## src/rtl/bps_pkg.sv

```systemverilog
// ----------------------------------------------------------------------------
// bps_pkg
// Shared constants, codes and controller/datapath signal groups for the
// background preempt selector.
// ----------------------------------------------------------------------------
package bps_pkg;

  localparam int NUM_CPUS_DEF = 256;

  // configuration register indexes and reset values
  localparam logic [7:0]  CFG_MIN_RUN  = 8'd0;
  localparam logic [7:0]  CFG_FG_SLICE = 8'd1;
  localparam logic [7:0]  CFG_BG_SLICE = 8'd2;

  localparam logic [31:0] MIN_RUN_RST  = 32'd2000000;
  localparam logic [31:0] FG_SLICE_RST = 32'd5000000;
  localparam logic [31:0] BG_SLICE_RST = 32'd20000000;

  // event codes
  localparam logic [1:0] MODE_WAKE      = 2'd0;
  localparam logic [1:0] MODE_ENQUEUE   = 2'd1;
  localparam logic [1:0] MODE_RUN_START = 2'd2;
  localparam logic [1:0] MODE_RUN_STOP  = 2'd3;

  // queue codes
  localparam logic [1:0] Q_NONE  = 2'd0;
  localparam logic [1:0] Q_LOCAL = 2'd1;
  localparam logic [1:0] Q_FG    = 2'd2;
  localparam logic [1:0] Q_BG    = 2'd3;

  // background name prefixes
  localparam logic [31:0] PREFIX_BG4 = 32'h62696F5F;
  localparam logic [55:0] PREFIX_R7  = 56'h72656469732D72;
  localparam logic [55:0] PREFIX_A7  = 56'h72656469732D61;

  // per-cpu word: running flag above the start time
  localparam int WORD_W = 65;

  typedef struct packed {
    logic clr;       // clearing pass, one entry per cycle
    logic capture;   // take the incoming item
    logic exec;      // apply run start/stop, open the scan
    logic scan;      // compare one entry
    logic load_out;  // move result to the output register
  } bps_cmd_t;

  typedef struct packed {
    logic cnt_last;
    logic need_scan;
    logic hit;
  } bps_sts_t;

endpackage

```

## src/rtl/bps_ctrl.sv

```systemverilog
// ----------------------------------------------------------------------------
// bps_ctrl
// Sequencer: clearing pass, item capture, cpu scan and result hand-off.
// ----------------------------------------------------------------------------
module bps_ctrl (
  input  logic              clk,
  input  logic              rst,
  input  logic              in_valid,
  output logic              in_ready,
  output logic              out_valid,
  input  logic              out_ready,
  input  bps_pkg::bps_sts_t sts,
  output bps_pkg::bps_cmd_t cmd
);
  import bps_pkg::*;

  localparam logic [2:0] S_CLEAR = 3'd0;
  localparam logic [2:0] S_IDLE  = 3'd1;
  localparam logic [2:0] S_EXEC  = 3'd2;
  localparam logic [2:0] S_SCAN  = 3'd3;
  localparam logic [2:0] S_FIN   = 3'd4;

  logic [2:0] state;
  logic [2:0] state_next;

  assign in_ready = (state == S_IDLE);

  always_comb begin
    cmd        = '0;
    state_next = state;
    unique case (state)
      S_CLEAR: begin
        cmd.clr = 1'b1;
        if (sts.cnt_last) state_next = S_IDLE;
      end
      S_IDLE: begin
        if (in_valid) begin
          cmd.capture = 1'b1;
          state_next  = S_EXEC;
        end
      end
      S_EXEC: begin
        cmd.exec   = 1'b1;
        state_next = sts.need_scan ? S_SCAN : S_FIN;
      end
      S_SCAN: begin
        cmd.scan = 1'b1;
        if (sts.hit || sts.cnt_last) state_next = S_FIN;
      end
      S_FIN: begin
        if (!out_valid || out_ready) begin
          cmd.load_out = 1'b1;
          state_next   = S_IDLE;
        end
      end
      default: state_next = S_CLEAR;
    endcase
  end

  always_ff @(posedge clk) begin
    if (rst) begin
      state     <= S_CLEAR;
      out_valid <= 1'b0;
    end else begin
      state <= state_next;
      if (cmd.load_out) begin
        out_valid <= 1'b1;
      end else if (out_ready) begin
        out_valid <= 1'b0;
      end
    end
  end

  a_reset_clears: assert property (@(posedge clk) rst |=> state == S_CLEAR)
    else $error("reset did not start the clearing pass");

  a_accept_exec: assert property (@(posedge clk) disable iff (rst)
    (in_valid && in_ready) |=> state == S_EXEC)
    else $error("accepted item not executed");

  a_load_free: assert property (@(posedge clk) disable iff (rst)
    cmd.load_out |-> (!out_valid || out_ready))
    else $error("result overwrote an untaken item");

  a_scan_ends: assert property (@(posedge clk) disable iff (rst)
    (state == S_SCAN && sts.cnt_last) |=> state == S_FIN)
    else $error("scan ran past the last cpu");

  a_load_valid: assert property (@(posedge clk) disable iff (rst)
    cmd.load_out |=> out_valid)
    else $error("loaded result not offered");

endmodule

```

## config.mk

```make
export PLATFORM = sky130hd
export DESIGN_NAME = bps_ctrl
export DESIGN_NICKNAME = d
export VERILOG_FILES = /design/src/rtl/bps_pkg.sv /design/src/rtl/bps_ctrl.sv
export SDC_FILE = /design/constraint.sdc
export NUM_CORES = 1
export LEC_CHECK = 0
export BUFFER_PORTS_ARGS = -buffer_cell sky130_fd_sc_hd__buf_4
export CAP_MARGIN = 20
export CELL_PAD_IN_SITES_DETAIL_PLACEMENT = 2
export CELL_PAD_IN_SITES_GLOBAL_PLACEMENT = 2
export CORE_AREA = 2 2 39 41
export CTS_CLUSTER_SIZE = 28
export DETAILED_ROUTE_END_ITERATION = 7
export DIE_AREA = 0 0 41 43
export HOLD_SLACK_MARGIN = 0.03
export PLACE_DENSITY_LB_ADDON = 0.2
export SYNTH_ARGS = -nofsm -noshare
export SYNTH_HDL_FRONTEND = slang
export SYNTH_SLANG_ARGS = --single-unit
```

## constraint.sdc

```tcl
create_clock -name clk -period 2.3 [get_ports clk]
set_input_delay 0 -clock clk [delete_from_list [all_inputs] [get_ports clk]]
set_output_delay 0 -clock clk [all_outputs]
set_load 0.05 [all_outputs]
```

== Word level (Yosys, flattened, before mapping) ==
Cells that the tools add are included.
Widths: inputs -> output; s select.
Word-level totals
  bits in registers: 4
  latch bits: 0
  RAM bits: 0
  bits in read-only memories: 0
  input bits: 7
  output and inout bits: 7
  word-level logic and storage cells: 31
  memories kept: 0
Cells by class
  add/subtract/negate cells: 0
  $mul: 0
  div/mod/pow operators: 0
  $lt $le $gt $ge: 0
  equal/unequal tests: 8
  shift-type cells: 0
  mux-type cells: 15
  bitwise operators: 0
  reduce and logical (&&, ||, !) cells: 6
Operators with widths (count)
  $mux 3: 5
  $pmux 3 s5: 1
  $mux 1: 9
  $ne 2x2->1 const B: 4
  $eq 3x2->1 const B: 2
  $reduce_and 4->1: 1
  $eq 3x1->1 const B: 1
  $eq 3x3->1 const B: 1
  $logic_not 3->1: 1
  $logic_or 1x1->1: 2
  $reduce_bool 2->1: 1
  $logic_not 1->1: 1

== Logic depth before layout (Yosys ltp) ==
Gate-level depths: netlist of run 1.
  depth after elaboration: 5
  gate-level depth with buffers: 4
  depth with buffers taken out: 3

== Worst setup path before layout of run 1 ==
No wires, ideal clock.
  path kind: reg-to-reg
  start: reg state[0]
  end: reg state[0]
  setup time: 0.189 ns
  arrival: 1.763 ns
  data required time: 2.111 ns
  setup slack: 0.348 ns
  stages on the path, launching flop included: 4
  buffers on the path: 1
  path through: dfxtp_1 -> buf_6 -> nor3_1 -> a2111oi_2
Between the ends
  longest elaborated chain between the ends: 3
  elaborated cells between the ends (all ways): 11
Ends and longest elaborated chain
  start, declared: line bps_ctrl.sv:23  | logic [2:0] state;
  start signal, assigned: line bps_ctrl.sv:65  | state <= state_next;
  $eq 3x3->1 (tied with other cells): line bps_ctrl.sv:31  | unique case (state)
  $ne 2x2->1 (no line)
  $reduce_and 4->1 (no line)
Parallel ways exist; a longest one is shown, timed or not.
A chain may end at the register's enable or synchronous reset.

==> results of run 1 <==
[registers in the layout, indices dropped and copies added, names as in the netlist]
register and flops:
out_valid 1, state 3
[repair_timing]
| item | in CTS | in global routing |
|---|---|---|
| hold buffers | 1 | 0 |
| hold endpoints to repair | 4 | 0 |
| gates resized for setup | 0 | 0 |
[worst max-delay path by stage]
stage | start | end | slack [ns] | depth (start not counted)
floorplan | state[0] | state[0] | 0.35 | 3
global placement | state[2] | state[2] | 1.16 | 3
detailed placement | state[2] | state[2] | 1.15 | 3
CTS | state[0] | cmd[0] | 0.96 | 4
global route | state[0] | cmd[0] | 0.87 | 4
finish | state[0] | cmd[0] | 1.01 | 4
[report_power, final]
| group | internal, W | switching [W] | total, W | leakage, nW |
|---|---|---|---|---|
| sequential | 0.0000734 | 0.00000670 | 0.0000801 | 0.0327 |
| clock | 0.0000586 | 0.0000324 | 0.0000910 | 0.0138 |
| combinational | 0.0000292 | 0.0000478 | 0.0000770 | 0.131 |
| total | 0.000161 | 0.0000868 | 0.000248 | 0.177 |
[final cells by class]
class | instances | area (µm²) | share of cell area (%)
Inverter | 2 | 7.51 | 1.90
Tap cell | 16 | 20.0 | 5.06
Clock buffer | 3 | 22.5 | 5.70
Multi-Input combinational cell | 26 | 158 | 39.9
Timing Repair Buffer | 14 | 108 | 27.2
Sequential cell | 4 | 80.1 | 20.3
[cells in the final DEF, fill, tap and decap left out]
cell and instances:
nor2b_1 3, buf_4 13, a21oi_1 4, a2111oi_2 1, nor3_1 1, or3b_1 1
dfxtp_1 4, and2_1 2, nand3_1 2, nor3b_1 1, clkbuf_4 3, and2b_1 1
o21ai_0 2, nor2_1 4, o21ba_2 1, nand2b_1 1, inv_1 2, dlygate4sd3_1 1
a211oi_1 1, nand2_1 1
[worst register-to-register path: cells and delay by family, from the launching register on]
| kind | cells | cell delay [ns] |
|---|---|---|
| and+or+nand+nor | 2 | 0.48 |
| DFF | 1 | 0.48 |
| AOI/OAI and AO/OA | 1 | 0.12 |
[stage by stage]
stage	worst slack (ns)	std cells	hold slack, ns	utilization (%)
detailed placement	1.15	61	0.207	26.2
global placement	1.16	61	0.205	26.2
floorplan	0.348	33	0.0689	-
CTS	0.961	65	0.0385	28.6
global route	0.872	65	0.0652	28.6
finish	1.01	65	0.0436	28.6
[layer usage]
metal / routed length (µm) / track usage (%) / part of all wire (%) / up-vias
met5: 0 / 0 / 0 / -
met4: 24 / 10.0 / 2.9 / 0
met3: 77 / 4.71 / 9.3 / 3
met2: 433 / 17.5 / 53 / 12
met1: 289 / 11.6 / 35 / 144
li1: - / - / - / 145
[logic make-up after synthesis]
family / synth area share, %
AOI/OAI and AO/OA: 24.4
buffers and inverters: 7.32
and+or+nand+nor: 37.1
DFF: 31.2
==> results.md, run 1 <==
- Post-synth EDFFs: 0
- Hold depth: 3
- Antenna Violating Nets Remaining: 0
- Hold Path Class: input port to register
- Post-route cell area: 395 µm²
- Max-cap violation count: 0
- Pwr/cell area: 628 nW/µm²
- Post-Syn Area: 256 µm²
- Synth async-reset ratio: 0%
- Clock insertion delay at the later pin of the skew report: 0.24 ns
- Reg2reg path depth: 3
- DRT iter0 DRCs: 1
- Hold Startpoint: sts[2]
- Core ar.: 1380 µm²
- Initial antenna violation count: 0
- Slew Viols, Final: 0
- Netlist cell types: 18
- R2R setup slack: 1.14 ns
- Fin crit period: 1.29 ns
- DRC errors left: 0
- IO buf count: 13
- Buf/Inv on CP: 1
- Synthesis-to-layout area growth: 54.1%
- Critical Path RT: 2.30 ns
- Post-Syn Instances: 33
- Final setup fails: 0
- Leak: 0.177 nW
- Largest net degree at the start of global routing: 11
- Top FF cell, synth: dfxtp_1
- R2r endpoint: state[2]
- Pwr Total: 0.000248 W
- CP top delay family: simple AND/OR/NAND/NOR gates
- Die area: 1760 µm²
- First-pass GRT wire length: 1.26 mm
- GPL Wtd Cong: 0.670
- Nets: 58
- Via count: 304
- Total grt overflow: 0
- Initial Util: 18.5%
- Startpoint Class: register
- CTS tree: done
- IO Count: 14
- Syn_nets: 40
- Seq/Total Area, Yosys: 31.2%
- Worst path slowest cell: dfxtp_1
- Final Hold Viols: 0
- Final Skew: 0.00381 ns
- Initial DRT Pass Iterations: 2
- GRT Overall Usage: 11.7%
- Register bit total from synthesis: 4
- Die W: 41 µm
- Outcome: complete, no violations
- Post-synth top cells: a21oi_1 (4), dfxtp_1 (4), nor2_1 (4), nor2b_1 (3)
- Critical path's most frequent cell: nor2_1
- Worst path cell trace: nor2_1 -> nand2_1 -> nor2_1 -> buf_4
- Crit path kind: register to primary output
- Hold Crit Endpoint: state[0]
- Yosys top cell area share: 31.2%
- Area contributors post-synth: dfxtp_1 (31%), a21oi_1 (7.8%), nor2b_1 (7.3%)
- Setup TNS: 0 ns
- WL final: 824 µm
- Critical path's largest stage delay: 0.38 ns
- # rows: 14
- Fin crit share: 56.2%
- Die height: 43 µm
- Syn. warnings: 0
- Avg Inst Size Synth: 7.77 µm²
- F_max: 774 MHz
- Reg-to-Reg Start: state[0]
- Clock sink total: 4
- Htree depth: 1
- Crit path arrival time: 1.29 ns
- Dpl cell area: 363 µm²
- Area leader, netlist: dfxtp_1
- Critical path fanouts, max: 10
- WL per Instance: 12.7 µm
- Worst slew pin tran: 0.289 ns
- Clock buffer depth: 2
- Worst vdd ir: 0.214 mV
- Clk slew on worst S/H paths: 0.04 ns
- Vias per std cell: 4.68
- CTS Root Buffer Type: clkbuf_4
- Fill cells: 173
- Number of diodes: 0
- Post-CTS Setup Inserts: 0
- Layout cells sized above 1: 36.7%
- Unrepaired setup endpoints after global routing: false
- Endpoint class of the critical path: primary output
- Cts bufs inserted: 3
- Via count of the first global-routing pass: 305
- Max-slew headroom: 80.6%
No activity file was read; power rests on OpenSTA's default activity.
==> run 2, diff against run 1 <==
--- a/config.mk
+++ b/config.mk
@@ -5,14 +5,15 @@
 export SDC_FILE = /design/constraint.sdc
 export NUM_CORES = 1
 export LEC_CHECK = 0
+export ABC_AREA = 1
 export BUFFER_PORTS_ARGS = -buffer_cell sky130_fd_sc_hd__buf_4
 export CAP_MARGIN = 20
 export CELL_PAD_IN_SITES_DETAIL_PLACEMENT = 2
 export CELL_PAD_IN_SITES_GLOBAL_PLACEMENT = 2
-export CORE_AREA = 2 2 39 41
+export CORE_AREA = 2 2 46 48
 export CTS_CLUSTER_SIZE = 28
 export DETAILED_ROUTE_END_ITERATION = 7
-export DIE_AREA = 0 0 41 43
+export DIE_AREA = 0 0 48 50
 export HOLD_SLACK_MARGIN = 0.03
 export PLACE_DENSITY_LB_ADDON = 0.2
 export SYNTH_ARGS = -nofsm -noshare
==> constraint.sdc (replaced) <==
create_clock -name clk -period 1 [get_ports clk]
set_input_delay 0 -clock clk [delete_from_list [all_inputs] [get_ports clk]]
set_output_delay 0 -clock clk [all_outputs]
set_load 0.05 [all_outputs]
==> run 2 against run 1 <==
Compared with the run above: the flow now finishes with violations (setup timing); total power grew to 11 times the previous value; routed wire length grew 68%; hold slack gained 0.028 ns; synthesized cell count grew 58%; critical endpoint unchanged; highest routed layer unchanged.
==> results.md, run 2 <==
- Outcome: complete, but fails checks (was complete, no violations)
- Failing checks: setup timing
- Leak: 0.368 nW (was 0.177 nW)
- DRT iter0 DRCs: 0 (was 1)
- DRC errors left: 0 (unchanged)
- Core ar.: 1900 µm² (was 1380 µm²)
- WHS: 0.0712 ns (was 0.0436 ns)
- Final Worst Setup Slack: -0.192 ns (was 1.01 ns)
- Yosys top cell area share: 26.7% (was 31.2%)
- WL per Instance: 12.2 µm (was 12.7 µm)
- Die W: 48 µm (was 41 µm)
- Nets: 94 (was 58)
- Post-synthesis simple-gate area fraction: 54.6% (was 37.1%)
- Worst vdd ir: 1.62 mV (was 0.214 mV)
- Max-cap violation count: 0 (unchanged)
- Area leader, netlist: dfxtp_1 (unchanged)
- CTS Root Buffer Type: clkbuf_4 (unchanged)
- Antenna Violating Nets Remaining: 0 (unchanged)
- Final Util: 40.0% (was 28.6%)
- Final Skew: 0.0165 ns (was 0.00381 ns)
- Die area: 2400 µm² (was 1760 µm²)
- Final Hold Viols: 0 (unchanged)
- Total grt overflow: 0 (unchanged)
- # rows: 16 (was 14)
- Netlist cell types: 12 (was 18)
- Endpoint class of the critical path: primary output (unchanged)
- Fill cells: 217 (was 173)
- Critical Path RT: 1.00 ns (was 2.30 ns)
- Area contributors post-synth: dfxtp_1 (27%), nor2_1 (14%), nand3_1 (12%) (was dfxtp_1 (31%), a21oi_1 (7.8%), nor2b_1 (7.3%))
- Seq/Total Area, Yosys: 26.7% (was 31.2%)
- Psw: 0.00139 W (was 0.0000868 W)
- Fin crit period: 1.19 ns
- Dpl cell area: 568 µm² (was 363 µm²)
- Syn_nets: 59 (was 40)
- Seq pwr share: 14.0% (was 32.3%)
- Final setup fails: 9 (was 0)
- Initial antenna violation count: 0 (unchanged)
- Adder-cell share of the synthesized area: 0% (unchanged)
- Register bit total from synthesis: 4 (unchanged)
- Largest family of logic cells by synthesized area: simple AND/OR/NAND/NOR gates (unchanged)
- Slew Viols, Final: 0 (unchanged)
- Area of the multi-input gates: 273 µm² (was 158 µm²)
- WL final: 1.38 mm (was 824 µm)
- IO Count: 14 (unchanged)
- Via count of the first global-routing pass: 494 (was 305)
- Top FF cell, synth: dfxtp_1 (unchanged)
- IO buf count: 13 (unchanged)
- GPL Wtd Cong: 0.723 (was 0.670)
- Clock sink total: 4 (unchanged)
- CTS tree: done (unchanged)
- GRT Overall Usage: 12.7% (was 11.7%)
- Clock buffer depth: 2 (unchanged)
- Post-Syn Instances: 52 (was 33)
- Multiplexer area fraction after synthesis: 0% (unchanged)
- Sw frac: 49.9% (was 35.0%)
- Pwr/cell area: 3680 nW/µm² (was 628 nW/µm²)
- Clk slew on worst S/H paths: 0.05 ns (was 0.04 ns)
- Commonest non-fill, non-tap cell in the layout: buf_4 (unchanged)
- Vias per std cell: 3.96 (was 4.68)
- Post-synth EDFFs: 0 (unchanged)
- Post-synth top cells: nor2_1 (11), inv_1 (9), nand2_1 (8), nand3_1 (7), dfxtp_1 (4) (was a21oi_1 (4), dfxtp_1 (4), nor2_1 (4), nor2b_1 (3))
- Unrepaired setup endpoints after global routing: true (was false)
- P_int: 0.00140 W (was 0.000161 W)
- Post-Syn Area: 300 µm² (was 256 µm²)
- Crit path kind: register to primary output (unchanged)
- Max-slew headroom: 88.0% (was 80.6%)
- DP HPWL: 985 µm
- Top-count cell post-synth: nor2_1
- Htree depth: 1 (unchanged)
- Synth async-reset ratio: 0% (unchanged)
- Startpoint Class: register (unchanged)
- Syn. warnings: 0 (unchanged)
- Via count: 448 (was 304)
- Worst slew pin tran: 0.180 ns (was 0.289 ns)
- Die height: 50 µm (was 43 µm)
- Critical path fanouts, max: 4 (was 10)
- Register area: 92.6 µm² (was 80.1 µm²)
- Post-route cell area: 761 µm² (was 395 µm²)
- Initial Util: 15.8% (was 18.5%)
- Largest net degree at the start of global routing: 7 (was 11)
- Clock insertion delay at the later pin of the skew report: 0.25 ns (was 0.24 ns)
- Pwr Total: 0.00280 W (was 0.000248 W)
- Synthesis-to-layout area growth: 153% (was 54.1%)
- Compound-Gate Fraction of Synth Area: 5.00% (was 24.4%)
- Fin crit share: 119%
- Comb power frac: 77.8% (was 31.0%)
- Largest registers: state (3), out_valid (1) (unchanged)
- First-pass GRT wire length: 2.15 mm (was 1.26 mm)
- Cts bufs inserted: 3 (unchanged)
- Avg Inst Size Synth: 5.77 µm² (was 7.77 µm²)
- Number of diodes: 0 (unchanged)
- Reg with most FFs: state (unchanged)
- Hold Path Class: input port to register (unchanged)
- Max FFs per register: 3 (unchanged)
- F_max: 839 MHz
- Synth Area in XOR/XNOR: 0% (unchanged)
- Clock share of power: 8.2% (was 36.7%)
- Crit path arrival time: 1.19 ns (was 1.29 ns)
- Commonest cells after routing, fill and taps aside: buf_4 (17), buf_6 (9), nor2_1 (7) (was buf_4 (13), nor2_1 (4), a21oi_1 (4), dfxtp_1 (4))
- Initial DRT Pass Iterations: 1 (was 2)
- Layout cells sized above 1: 69.8% (was 36.7%)
run 2: cell types whose count changed after synthesis, moves of 3 or more:
| cell | change |
|---|---|
| inv_1 | +7 |
| nand2_1 | +7 |
| nand2_2 | +3 |
| nand3_1 | +5 |
| nor2_1 | +7 |
| nor2b_1 | -3 |
run 2: area by class of cell:
type / count / share of cell area [%]
sequential: 4 / 12.2
inverter: 11 / 6.74
timing repair buffer: 30 / 37.3
tap: 27 / 4.44
clock buffer: 4 / 3.45
multi-input combinational: 37 / 35.9
run 2: routing by layer:
layer	GRT usage (%)	vias to the layer above	share of wire, %
met2	23.3	12	61
met3	1.47	2	4.0
li1	-	224	-
met5	0	-	0
met4	5.41	0	1.1
met1	13.4	210	34
run 2: worst max-delay path: stages, from the launching register on:
cell and delay (ns):
dfxtp_4 0.36, nor2_4 0.14, nand2_2 0.09, buf_6 0.13, nor2_4 0.07, buf_6 0.16
run 2: worst paths after layout:
| kind | startpoint | endpoint | slack (ns) | cells after the start |
|---|---|---|---|---|
| setup / recovery | state[0] | cmd[0] | -0.19 | 5 |
| hold / removal | out_ready | out_valid | 0.07 | 4 |
| setup reg to reg | state[0] | state[2] | -0.13 | 8 |
| hold reg to reg | out_valid | out_valid | 0.52 | 2 |
run 2: power groups by stage:
stage / Sequential [W] / Combinational [W] / Clock, W
after floorplan: 0.000396 / 0.000917 / 0
after global placement: 0.000350 / 0.00155 / 0
after detailed placement: 0.000352 / 0.00159 / 0
after CTS: 0.000386 / 0.00186 / 0.000230
after global routing: 0.000401 / 0.00233 / 0.000243
final: 0.000392 / 0.00217 / 0.000230
run 2: timing repair:
item,in CTS,in global routing
pin swaps,3,6
hold buffers,1,0
setup endpoints to repair,10,9
resized for setup,16,20
endpoints found under the hold margin,1,0
setup buffers,2,1
run 2: metrics by stage:
step                      TNS (ns)  std cells  setup slack, ns
final                        -1.21        113           -0.192
after global routing         -1.67        113           -0.235
after CTS                    -1.25        112           -0.187
after detailed placement    -0.400        105           -0.143
after global placement      -0.194        105          -0.0706
after floorplan             -0.670         52           -0.222
run 2: kinds of logic (layout without fill, tap and decap cells):
| family | count (synthesis) | in the layout |
|---|---|---|
| DFF | 4 | 4 |
| buffers and inverters | 11 | 45 |
| AOI/OAI and AO/OA | 3 | 3 |
| and+or+nand+nor | 34 | 34 |
